**src/hdl/fpll_pkg.sv**
```systemverilog
// Package for the frame pacing lock loop.
// Holds the request types, the sequencer states, control structs and constants.
// Depends on nothing; every other file of the block uses it.
`default_nettype none

package fpll_pkg;

    localparam int TIME_BITS  = 48;
    localparam int SLEEP_W    = 24;
    localparam int EXP_W      = 32;
    localparam int MS_W       = 10;
    localparam int DELAY_W    = 25;
    localparam int X_W        = 18;
    localparam int QUOT_W     = EXP_W + 15;
    localparam int ALU_W      = TIME_BITS + 1;
    localparam int CNT_W      = 6;

    localparam logic [SLEEP_W-1:0] MAX_SLEEP_US    = 24'd16777215;
    localparam logic [SLEEP_W-1:0] SLEEP_FLOOR     = 24'd500;
    localparam logic [X_W-1:0]     X_MIN           = 18'd63308;
    localparam logic [X_W-1:0]     X_MAX           = 18'd131072;
    localparam logic [X_W-1:0]     X_LOCK_LO       = 18'd64881;
    localparam logic [X_W-1:0]     X_LOCK_HI       = 18'd66191;
    localparam logic [X_W-1:0]     X_HALF          = 18'd32768;
    localparam logic [16:0]        Q_LIMIT         = 17'd98304;
    localparam logic [TIME_BITS-1:0] FLL_MIN_ELAPSED = 48'd40000;
    localparam logic [2:0]         LOCK_FULL       = 3'sd3;
    localparam logic [2:0]         LOCK_ARMED      = 3'b111;
    localparam logic [CNT_W-1:0]   DIV_LAST        = CNT_W'(QUOT_W - 1);
    localparam logic [CNT_W-1:0]   MUL_LAST        = CNT_W'(X_W - 1);

    typedef struct packed {
        logic [TIME_BITS-1:0] now_us;
        logic [MS_W-1:0]      frame_ms;
    } t_in_req;

    typedef struct packed {
        logic [DELAY_W-1:0] delay_us;
        logic               phase_mode;
    } t_out_req;

    typedef enum logic [3:0] {
        S_IDLE,
        S_ELAP,
        S_PH1,
        S_PH2,
        S_WCHK,
        S_WADJ,
        S_FCHK,
        S_DIV,
        S_XCLP,
        S_MUL,
        S_FUPD,
        S_FIN
    } t_state;

    typedef struct packed {
        t_state st;
        logic   in_acc;
        logic   out_load;
    } t_ctl;

    typedef struct packed {
        logic phase_go;
        logic freq_go;
        logic out_free;
    } t_sts;

endpackage

`default_nettype wire

```
**src/hdl/fpll_addsub.sv**
```systemverilog
// Shared add/subtract unit of the frame pacing lock loop.
// Serves the restoring divider and the shift-add multiplier; uses fpll_pkg.
`default_nettype none

module fpll_addsub (
    input  wire logic [fpll_pkg::ALU_W-1:0] i_a,
    input  wire logic [fpll_pkg::ALU_W-1:0] i_b,
    input  wire logic                       i_sub,
    output logic      [fpll_pkg::ALU_W-1:0] o_sum,
    output logic                            o_cout
);

    logic [fpll_pkg::ALU_W-1:0] b_op;
    logic [fpll_pkg::ALU_W:0]   full;

    always_comb begin
        b_op = i_sub ? ~i_b : i_b;
        full = {1'b0, i_a} + {1'b0, b_op} + {{fpll_pkg::ALU_W{1'b0}}, i_sub};
    end

    assign o_sum  = full[fpll_pkg::ALU_W-1:0];
    assign o_cout = full[fpll_pkg::ALU_W];

endmodule

`default_nettype wire

```
**src/hdl/fpll_ctrl.sv**
```systemverilog
// Sequencer of the frame pacing lock loop.
// Steps one request through its phases and counts divide and multiply steps; uses fpll_pkg.
`default_nettype none

module fpll_ctrl (
    input  wire logic             i_clk,
    input  wire logic             i_rst_n,
    input  wire logic             i_in_valid,
    input  wire fpll_pkg::t_sts   i_sts,
    output fpll_pkg::t_ctl        o_ctl
);

    fpll_pkg::t_state r_state, n_state;
    logic [fpll_pkg::CNT_W-1:0] r_cnt, n_cnt;

    always_ff @(posedge i_clk) begin
        if (!i_rst_n) begin
            r_state <= fpll_pkg::S_IDLE;
            r_cnt   <= '0;
        end else begin
            r_state <= n_state;
            r_cnt   <= n_cnt;
        end
    end

    always_comb begin
        n_state        = r_state;
        n_cnt          = r_cnt;
        o_ctl.st       = r_state;
        o_ctl.in_acc   = 1'b0;
        o_ctl.out_load = 1'b0;
        case (r_state)
            fpll_pkg::S_IDLE: begin
                if (i_in_valid) begin
                    o_ctl.in_acc = 1'b1;
                    n_state      = fpll_pkg::S_ELAP;
                end
            end
            fpll_pkg::S_ELAP: n_state = fpll_pkg::S_PH1;
            fpll_pkg::S_PH1: begin
                n_state = i_sts.phase_go ? fpll_pkg::S_PH2 : fpll_pkg::S_FCHK;
            end
            fpll_pkg::S_PH2:  n_state = fpll_pkg::S_WCHK;
            fpll_pkg::S_WCHK: n_state = fpll_pkg::S_WADJ;
            fpll_pkg::S_WADJ: n_state = fpll_pkg::S_FCHK;
            fpll_pkg::S_FCHK: begin
                n_cnt   = '0;
                n_state = i_sts.freq_go ? fpll_pkg::S_DIV : fpll_pkg::S_FIN;
            end
            fpll_pkg::S_DIV: begin
                n_cnt = r_cnt + 1'b1;
                if (r_cnt == fpll_pkg::DIV_LAST) begin
                    n_state = fpll_pkg::S_XCLP;
                end
            end
            fpll_pkg::S_XCLP: begin
                n_cnt   = '0;
                n_state = fpll_pkg::S_MUL;
            end
            fpll_pkg::S_MUL: begin
                n_cnt = r_cnt + 1'b1;
                if (r_cnt == fpll_pkg::MUL_LAST) begin
                    n_state = fpll_pkg::S_FUPD;
                end
            end
            fpll_pkg::S_FUPD: n_state = fpll_pkg::S_FIN;
            fpll_pkg::S_FIN: begin
                if (i_sts.out_free) begin
                    o_ctl.out_load = 1'b1;
                    n_state        = fpll_pkg::S_IDLE;
                end
            end
            default: n_state = fpll_pkg::S_IDLE;
        endcase
    end

endmodule

`default_nettype wire

```
**src/hdl/frame_pacing_lock_loop.sv**
```systemverilog
// Top level of the frame pacing lock loop: loop state, datapath and output register.
// Uses fpll_pkg, fpll_addsub and fpll_ctrl.
//
// Usage: each input request is one frame tick with a microsecond timestamp and
// the target frame period in ms; each one yields exactly one output request
// with the delay to wait before the next frame and the phase-lock flag.
// Both channels use valid/ready. The block takes one request at a time:
// o_in_ready is high only while the sequencer is idle.
// Sequence: after a request is accepted the sequencer computes the elapsed
// time and checks the phase loop; when the phase correction runs it sets the
// delay and checks for a wrap. A frequency update adds a 47-step restoring
// divide and an 18-step shift-add multiply on the shared adder, with a clamp
// step between them and an update step after. The next request is taken in
// the cycle after the result is loaded, even if the receiver has not yet taken
// it; a stalled receiver holds the following result in its last sequencer
// step until the output register frees.
// Reset (synchronous, active low) clears the loop state: the first tick after
// reset sets the reference time and the sleep time from its frame period.
`default_nettype none

module frame_pacing_lock_loop (
    input  wire logic              i_clk,
    input  wire logic              i_rst_n,
    input  wire logic              i_in_valid,
    output logic                   o_in_ready,
    input  wire fpll_pkg::t_in_req i_in_data,
    output logic                   o_out_valid,
    input  wire logic              i_out_ready,
    output fpll_pkg::t_out_req     o_out_data
);

    localparam int TB = fpll_pkg::TIME_BITS;
    localparam int SW = fpll_pkg::SLEEP_W;
    localparam int EW = fpll_pkg::EXP_W;
    localparam int DW = fpll_pkg::DELAY_W;
    localparam int XW = fpll_pkg::X_W;
    localparam int QW = fpll_pkg::QUOT_W;
    localparam int AW = fpll_pkg::ALU_W;

    fpll_pkg::t_ctl ctl;
    fpll_pkg::t_sts sts;

    logic               r_started;
    logic [TB-1:0]      r_ref;
    logic [EW-1:0]      r_ex;
    logic [SW-1:0]      r_sl;
    logic signed [2:0]  r_lock;
    logic               r_out_valid;
    fpll_pkg::t_out_req r_out_data;

    logic [TB-1:0]      r_now;
    logic [19:0]        r_ms1000;
    logic [TB-1:0]      r_elapsed;
    logic [EW:0]        r_target;
    logic [SW+4:0]      r_sl20;
    logic               r_gt;
    logic [EW:0]        r_diff;
    logic               r_wrap;
    logic [DW-1:0]      r_delay;
    logic               r_phase;
    logic [TB-1:0]      r_rem;
    logic [QW-1:0]      r_dq;
    logic [XW-1:0]      r_x;
    logic [SW-1:0]      r_acc;
    logic [XW-1:0]      r_mq;

    logic [19:0]        in_ms1000;
    logic [SW-1:0]      init_sl;
    logic [AW-1:0]      alu_a;
    logic [AW-1:0]      alu_b;
    logic               alu_sub;
    logic [AW-1:0]      alu_sum;
    logic               alu_cout;
    logic [DW-1:0]      sl2;
    logic [SW+5:0]      sl40;
    logic [XW-1:0]      x_raw;
    logic [XW-1:0]      x_next;
    logic [SW+1:0]      sl_raw;
    logic [SW-1:0]      sl_next;
    logic               lock_hit;

    fpll_ctrl u_ctrl (
        .i_clk      (i_clk),
        .i_rst_n    (i_rst_n),
        .i_in_valid (i_in_valid),
        .i_sts      (sts),
        .o_ctl      (ctl)
    );

    fpll_addsub u_alu (
        .i_a    (alu_a),
        .i_b    (alu_b),
        .i_sub  (alu_sub),
        .o_sum  (alu_sum),
        .o_cout (alu_cout)
    );

    always_comb begin
        in_ms1000 = 20'(i_in_data.frame_ms) * 20'd1000;
        if ({4'b0, in_ms1000} > fpll_pkg::MAX_SLEEP_US) begin
            init_sl = fpll_pkg::MAX_SLEEP_US;
        end else begin
            init_sl = SW'(in_ms1000);
        end

        if (ctl.st == fpll_pkg::S_DIV) begin
            alu_a   = {r_rem, r_dq[QW-1]};
            alu_b   = {1'b0, r_elapsed};
            alu_sub = 1'b1;
        end else begin
            alu_a   = {{(AW-SW){1'b0}}, r_acc};
            alu_b   = r_mq[0] ? {{(AW-SW){1'b0}}, r_sl} : '0;
            alu_sub = 1'b0;
        end

        sl2  = {r_sl, 1'b0};
        sl40 = {r_sl20, 1'b0};

        x_raw = fpll_pkg::X_HALF + {1'b0, r_dq[16:0]};
        if ((r_dq[QW-1:17] != '0) || (r_dq[16:0] > fpll_pkg::Q_LIMIT)) begin
            x_next = fpll_pkg::X_MAX;
        end else if (x_raw < fpll_pkg::X_MIN) begin
            x_next = fpll_pkg::X_MIN;
        end else begin
            x_next = x_raw;
        end

        sl_raw = {r_acc, r_mq[XW-1:XW-2]};
        if (sl_raw < {2'b0, fpll_pkg::SLEEP_FLOOR}) begin
            sl_next = fpll_pkg::SLEEP_FLOOR;
        end else if (sl_raw > {2'b0, fpll_pkg::MAX_SLEEP_US}) begin
            sl_next = fpll_pkg::MAX_SLEEP_US;
        end else begin
            sl_next = sl_raw[SW-1:0];
        end
        lock_hit = (r_x >= fpll_pkg::X_LOCK_LO) && (r_x <= fpll_pkg::X_LOCK_HI)
                   && (sl_next > {5'b0, r_ms1000[19:1]});

        sts.phase_go = (r_lock > 3'sd0) && (r_elapsed != '0);
        sts.freq_go  = (r_lock <= 3'sd0) && (r_elapsed > fpll_pkg::FLL_MIN_ELAPSED);
        sts.out_free = !r_out_valid || i_out_ready;
    end

    always_ff @(posedge i_clk) begin
        if (!i_rst_n) begin
            r_started   <= 1'b0;
            r_ref       <= '0;
            r_ex        <= '0;
            r_sl        <= '0;
            r_lock      <= '0;
            r_out_valid <= 1'b0;
        end else begin
            if (ctl.in_acc && !r_started) begin
                r_started <= 1'b1;
                r_ref     <= i_in_data.now_us;
                r_sl      <= init_sl;
            end
            if (ctl.st == fpll_pkg::S_PH2) begin
                if (r_gt || (r_diff > {8'b0, sl2})) begin
                    r_lock <= r_lock - 3'sd1;
                end else begin
                    r_lock <= fpll_pkg::LOCK_FULL;
                end
            end
            if ((ctl.st == fpll_pkg::S_WADJ) && r_wrap) begin
                r_ex  <= r_ex - {3'b0, r_sl20};
                r_ref <= r_ref + {{(TB-SW-5){1'b0}}, r_sl20};
            end
            if (ctl.st == fpll_pkg::S_FUPD) begin
                r_sl  <= sl_next;
                r_ref <= r_now;
                r_ex  <= '0;
                if (lock_hit) begin
                    r_lock <= (r_lock == 3'sd0) ? fpll_pkg::LOCK_ARMED
                                                : fpll_pkg::LOCK_FULL;
                end else begin
                    r_lock <= '0;
                end
            end
            if (ctl.out_load) begin
                r_ex        <= r_ex + {12'b0, r_ms1000};
                r_out_valid <= 1'b1;
            end else if (i_out_ready) begin
                r_out_valid <= 1'b0;
            end
        end
    end

    always_ff @(posedge i_clk) begin
        case (ctl.st)
            fpll_pkg::S_IDLE: begin
                if (ctl.in_acc) begin
                    r_now    <= i_in_data.now_us;
                    r_ms1000 <= in_ms1000;
                end
            end
            fpll_pkg::S_ELAP: begin
                r_elapsed <= r_now - r_ref;
                r_target  <= {1'b0, r_ex} + {9'b0, r_sl};
                r_sl20    <= {1'b0, r_sl, 4'b0} + {3'b0, r_sl, 2'b0};
                r_delay   <= {1'b0, r_sl};
                r_phase   <= 1'b0;
            end
            fpll_pkg::S_PH1: begin
                r_gt   <= r_elapsed > {{(TB-EW-1){1'b0}}, r_target};
                r_diff <= r_target - r_elapsed[EW:0];
            end
            fpll_pkg::S_PH2: begin
                r_phase <= 1'b1;
                if (r_gt) begin
                    r_delay <= '0;
                end else if (r_diff > {8'b0, sl2}) begin
                    r_delay <= sl2;
                end else begin
                    r_delay <= r_diff[DW-1:0];
                end
            end
            fpll_pkg::S_WCHK: begin
                r_wrap <= (r_elapsed > {{(TB-SW-6){1'b0}}, sl40})
                          && (r_ex > {2'b0, sl40});
            end
            fpll_pkg::S_WADJ: begin
                if (r_wrap) begin
                    r_elapsed <= r_elapsed - {{(TB-SW-5){1'b0}}, r_sl20};
                end
            end
            fpll_pkg::S_FCHK: begin
                r_rem <= '0;
                r_dq  <= {r_ex, 15'b0};
            end
            fpll_pkg::S_DIV: begin
                r_rem <= alu_cout ? alu_sum[TB-1:0] : alu_a[TB-1:0];
                r_dq  <= {r_dq[QW-2:0], alu_cout};
            end
            fpll_pkg::S_XCLP: begin
                r_x   <= x_next;
                r_mq  <= x_next;
                r_acc <= '0;
            end
            fpll_pkg::S_MUL: begin
                r_acc <= alu_sum[SW:1];
                r_mq  <= {alu_sum[0], r_mq[XW-1:1]};
            end
            fpll_pkg::S_FUPD: begin
                r_delay <= {1'b0, sl_next};
                r_phase <= 1'b0;
            end
            fpll_pkg::S_FIN: begin
                if (ctl.out_load) begin
                    r_out_data.delay_us   <= r_delay;
                    r_out_data.phase_mode <= r_phase;
                end
            end
            default: begin
            end
        endcase
    end

    assign o_in_ready  = (ctl.st == fpll_pkg::S_IDLE);
    assign o_out_valid = r_out_valid;
    assign o_out_data  = r_out_data;

endmodule

`default_nettype wire
```
**config.mk**
```make
export PLATFORM = sky130hd
export DESIGN_NAME = frame_pacing_lock_loop
export DESIGN_NICKNAME = d
export VERILOG_FILES = /design/src/hdl/fpll_pkg.sv /design/src/hdl/fpll_addsub.sv /design/src/hdl/fpll_ctrl.sv /design/src/hdl/frame_pacing_lock_loop.sv
export SDC_FILE = /design/constraint.sdc
export NUM_CORES = 2
export LEC_CHECK = 0
export ABC_AREA = 1
export BUFFER_PORTS_ARGS = -buffer_cell sky130_fd_sc_hd__buf_2
export CAP_MARGIN = 20
export CORE_MARGIN = 5
export CORE_UTILIZATION = 54
export DETAILED_ROUTE_END_ITERATION = 10
export GPL_ROUTABILITY_DRIVEN = 0
export PLACE_DENSITY = 0.76
export SETUP_SLACK_MARGIN = 0.1
export SLEW_MARGIN = 20
export SYNTH_ARGS = -nofsm -noshare
export SYNTH_HDL_FRONTEND = slang
export SYNTH_HIERARCHICAL = 1
export SYNTH_SLANG_ARGS = --single-unit
```
**constraint.sdc**
```tcl
create_clock -name i_clk -period 17.8 [get_ports i_clk]
set_input_delay 5.34 -clock i_clk [delete_from_list [all_inputs] [get_ports i_clk]]
set_output_delay 5.34 -clock i_clk [all_outputs]
set_load 0.02 [all_outputs]
```
# --- After elaboration in Yosys (flattened, before gate mapping) ---
# Index checks and enable logic that the tools add are counted.
classes:
  add_sub_neg: 13
  n_mul: 1
  div_mod_pow: 0
  magnitude_cmp: 14
  n_eq_ne: 18
  n_shift: 0
  n_mux: 47
  n_bitwise: 1
  reduce_logical: 34
ops:
  columns: ["cell", "n"]
  rows:
  - ["$mux W48", 6]
  - ["$pmux W48 S2", 2]
  - ["$mux W24", 5]
  - ["$mux W49", 2]
  - ["$mux W32", 3]
  - ["$pmux W47 S2", 1]
  - ["$pmux W25 S3", 1]
  - ["$add A49 B49 Y50", 1]
  - ["$add A50 B1 Y50", 1]
  - ["$mux W25", 2]
  - ["$not A48 Y49", 1]
  - ["$add A48 B29 Y48", 1]
  - ["$gt A48 B16 Y1 const B", 1]
  - ["$gt A48 B30 Y1", 1]
  - ["$gt A48 B33 Y1", 1]
  - ["$pmux W24 S2", 1]
  - ["$pmux W4 S12", 1]
  - ["$reduce_bool A48 Y1", 1]
  - ["$sub A48 B29 Y48", 1]
  - ["$sub A48 B48 Y48", 1]
  - ["$mux W18", 2]
  - ["$pmux W18 S2", 1]
  - ["$add A32 B24 Y33", 1]
  - ["$gt A33 B25 Y1", 1]
  - ["other kinds (42)", 89]
word_totals:
  regBits: 536
  latch_bits: 0
  ramBits: 0
  rom_bits: 0
  inputBits: 62
  output_inout_bits: 28
  wordCells: 153
  mem_count: 0

# --- Logic depth before layout (Yosys ltp) ---
logic_depth:
  depth_word: 8
  ltp_mapped: 27

# --- Hierarchy ---
# Netlist, hierarchy kept.
by_module_without_submodules:
  columns: ["mod", "n_inst", "cells_each", "area_each_um2", "seq_area_each_um2"]
  rows:
  - ["frame_pacing_lock_loop", 1, 5879, 42450.7, 14543.9]
  - ["fpll_addsub", 1, 940, 4765.8, 0.0]
  - ["fpll_ctrl", 1, 108, 719.4, 200.2]

# --- Least setup slack after synthesis ---
# OpenSTA, ideal clock, no wires.
synth_timing:
  path_type: "input to register"
  from: "in i_in_valid"
  to: "reg r_ms1000[10], enable pin"
  t_arrival_ns: 9.998
  t_required_ns: 17.232
  setup_slack_ns: 7.234
  cell_stages: 4
  cell_sequence: "inv_1 > nor2_1 > inv_1 > nor3_1"
synth_rtl:
  columns: ["item", "line_no", "text"]
  rows:
  - ["from (decl)", "frame_pacing_lock_loop.sv:24", "input wire logic i_in_valid,"]
  - ["to (signal assigned)", "frame_pacing_lock_loop.sv:194", "r_ms1000 <= in_ms1000;"]
  - ["to (decl)", "frame_pacing_lock_loop.sv:52", "logic [19:0] r_ms1000;"]

# --- Final worst setup path ---
layout_timing:
  from: "in i_in_data[1] (netlist name)"
  to: "reg r_sl[17]"
layout_via:
  elab_chain_cells: 3
layout_rtl:
  columns: ["item", "line_no", "text"]
  rows:
  - ["from (decl)", "frame_pacing_lock_loop.sv:26", "input wire fpll_pkg::t_in_req i_in_data,"]
  - ["$mul A10 B7 Y17", "frame_pacing_lock_loop.sv:99", "in_ms1000 = 20'(i_in_data.frame_ms) * 20'd1000;"]
  - ["named net in_ms1000[17]", "frame_pacing_lock_loop.sv:67", "logic [19:0] in_ms1000;"]
  - ["$mux W24", "frame_pacing_lock_loop.sv:153", "if (ctl.in_acc && !r_started) begin"]
  - ["$mux W24", "frame_pacing_lock_loop.sv:169", "if (ctl.st == fpll_pkg::S_FUPD) begin"]
  - ["to (signal assigned)", "frame_pacing_lock_loop.sv:156", "r_sl <= init_sl;"]
  - ["to (signal assigned)", "frame_pacing_lock_loop.sv:170", "r_sl <= sl_next;"]
  - ["to (decl)", "frame_pacing_lock_loop.sv:46", "logic [SW-1:0] r_sl;"]
# The timed path passes the listed nets, and every way through them passes these cells. The select of a mux whose other input is x is not followed.
# A chain may end at the register's enable or synchronous reset.

==> results.cfg <==
[routing]
vias = 48300
first_pass_iters = 9
drc = 0
drt_iter0_drc = 6267
wl_per_cell_um = 20.0
detail_route.vias_per_cell = 5.91
wirelength_um = 164000
drtAntennaViolNets = 0

[sta]
worst_slew_pin_slew_ns = 1.17
slew-limit-headroom = 0.214
min_period_ns = 8.71
fin_crit_sh = 0.489
finalMaxSlewViolations = 0
hold_viol = 0
finalSetupTns_ns = 0
rsz0062_at_grt = false
max_freq_mhz = 115
clock_skew_ns = 0.0407
setup_viol = 0

[clock_network]
cts_tree = yes
clk_pin_slew_ns = 0.06
cts_resized = 0
postCtsHoldBufs = 0
cts_sinks = 530
cts_made_buffers = 61
clock_path_buffers = 3
clockRootBuffer = clkbuf_16
post_cts_buffers = 0
insertion_delay_ns = 0.72
h-tree-depth = 2

[global_route]
track_usage = 0.333
grt_pass1_wl_um = 250000
grt_pass1_vias = 44600
grt_max_degree = 80
antenna_found_initial = 7
grt_overflow = 0

[floorplan]
die_h_um = 308
design.core.area_um2 = 88200
ios = 90
num_rows = 109
die-area_um2 = 94700
start_util = 0.542
die_w_um = 308

[yosys]
avgSynthCellArea_um2 = 6.93
yosysWarnings = 6
syn-num-nets = 7458
synth_area_um2 = 47900
synthCells = 6908

[power_and_ir_drop]
power.leakage_nw = 25.0
max-vdd-ir-drop_mv = 0.101
power_density_nw_per_um2 = 163

[worst_setup_path]
critical_path.top_delay_family = adder cells
worstPathArrival_ns = 9.35
crit_buf_inv = 6
start_kind = primary input
critPathMostFrequentCell = inv_1
worstPathMaxFanout = 6
cpPeakStageDelay_ns = 0.52
crit_required_ns = 18.44
path_class = in2reg
endpoint_kind = flop
path_cells = buf_2 > inv_1 > fa_1 > fa_1 > inv_1 > fa_1 > inv_1 > fa_1 > inv_1 > ha_1 > inv_1 > nor3_1 > nand2_1 > nand2_1 > a21boi_0 > o21ai_0 > xor2_1 > nand2_1 > a21oi_1
slowest_stage = fa_1
reg2reg_slack_ns = 11.52

[run]
maxCapViolCount = 0

[final_layout]
layout.cells.non_filler = 8183
seqCellArea_um2 = 14700
fill_cells = 8214
multi_input_comb_area_um2 = 28400
final_cell_mix = 1757 x nand2_1, 1077 x inv_1, 697 x nor2_1
drive_above_1_share = 0.0509
finalNetCount = 7516
areaGrowthSynthToFinish_pct = 8.00
layout_commonest_cell = nand2_1
final_area_um2 = 51700

[placement]
hpwlAfterDp_um = 129000
dp_cells = 8068
numPortBuffers = 89
postPlaceCellArea_um2 = 49500

[run_status]
status = finished, final reports clean

[hold_path]
holdCritPathClass = reg2reg
-- where the power goes --
group          internal [mW]  switching, mW  total (mW)
logic                   1.48           3.27        4.75
registers               1.89          0.442        2.33
clock network          0.782          0.575        1.36
total                   4.16           4.29        8.44
-- worst paths after layout --
check             cells after the start                           start                      end
setup / recovery                     19                    i_in_data[1]    r_sl[17]$_SDFFE_PN0P_
hold / removal                        0            r_delay[2]$_DFFE_PP_  o_out_data[3]$_DFFE_PP_
setup reg to reg                     23  u_ctrl/r_state[0]$_SDFFE_PN0P_  r_rem[26]$_SDFFCE_PN0P_
hold reg to reg                       0            r_delay[2]$_DFFE_PP_  o_out_data[3]$_DFFE_PP_
-- state kept, by name, indices dropped and copies added (netlist names), 3 cells and up --
register / cells
o_out_data: 26
r_acc: 24
r_delay: 25
r_diff: 33
r_dq: 47
r_elapsed: 48
r_ex: 30
r_lock: 3
r_mq: 18
r_ms1000: 17
r_now: 48
r_ref: 48
r_rem: 48
r_sl: 24
r_sl20: 27
r_target: 31
r_x: 18
u_ctrl/r_cnt: 6
u_ctrl/r_state: 4
-- layout make-up --
class,instances,share of cell area
diodes,2,0.0000968
multi-input cells,5137,0.550
flip-flops and latches,530,0.285
inverters,1105,0.0803
clock buffers,70,0.0304
repair buffers,131,0.0147
clock inverters,43,0.0109
well taps,1165,0.0282
-- through the flow --
stage               total power, mW  hold WS (ns)  setup WS (ns)   util
floorplan                      5.41         0.400           7.23      -
global placement               6.76         0.401           8.45  0.561
detailed placement             6.87         0.405           8.38  0.561
CTS                            8.25         0.419           9.13  0.586
global route                   8.97         0.426           8.71  0.586
finish                         8.44         0.419           9.09  0.586
-- metal layers --
layer,vias up,global-route usage,share of wire
met5,-,0,0.00061
met3,621,0.0813,0.13
met4,10,0.165,0.061
li1,22800,-,-
met2,2914,0.513,0.43
met1,21900,0.438,0.38
Note: power is estimated with default switching activity, not from simulation.
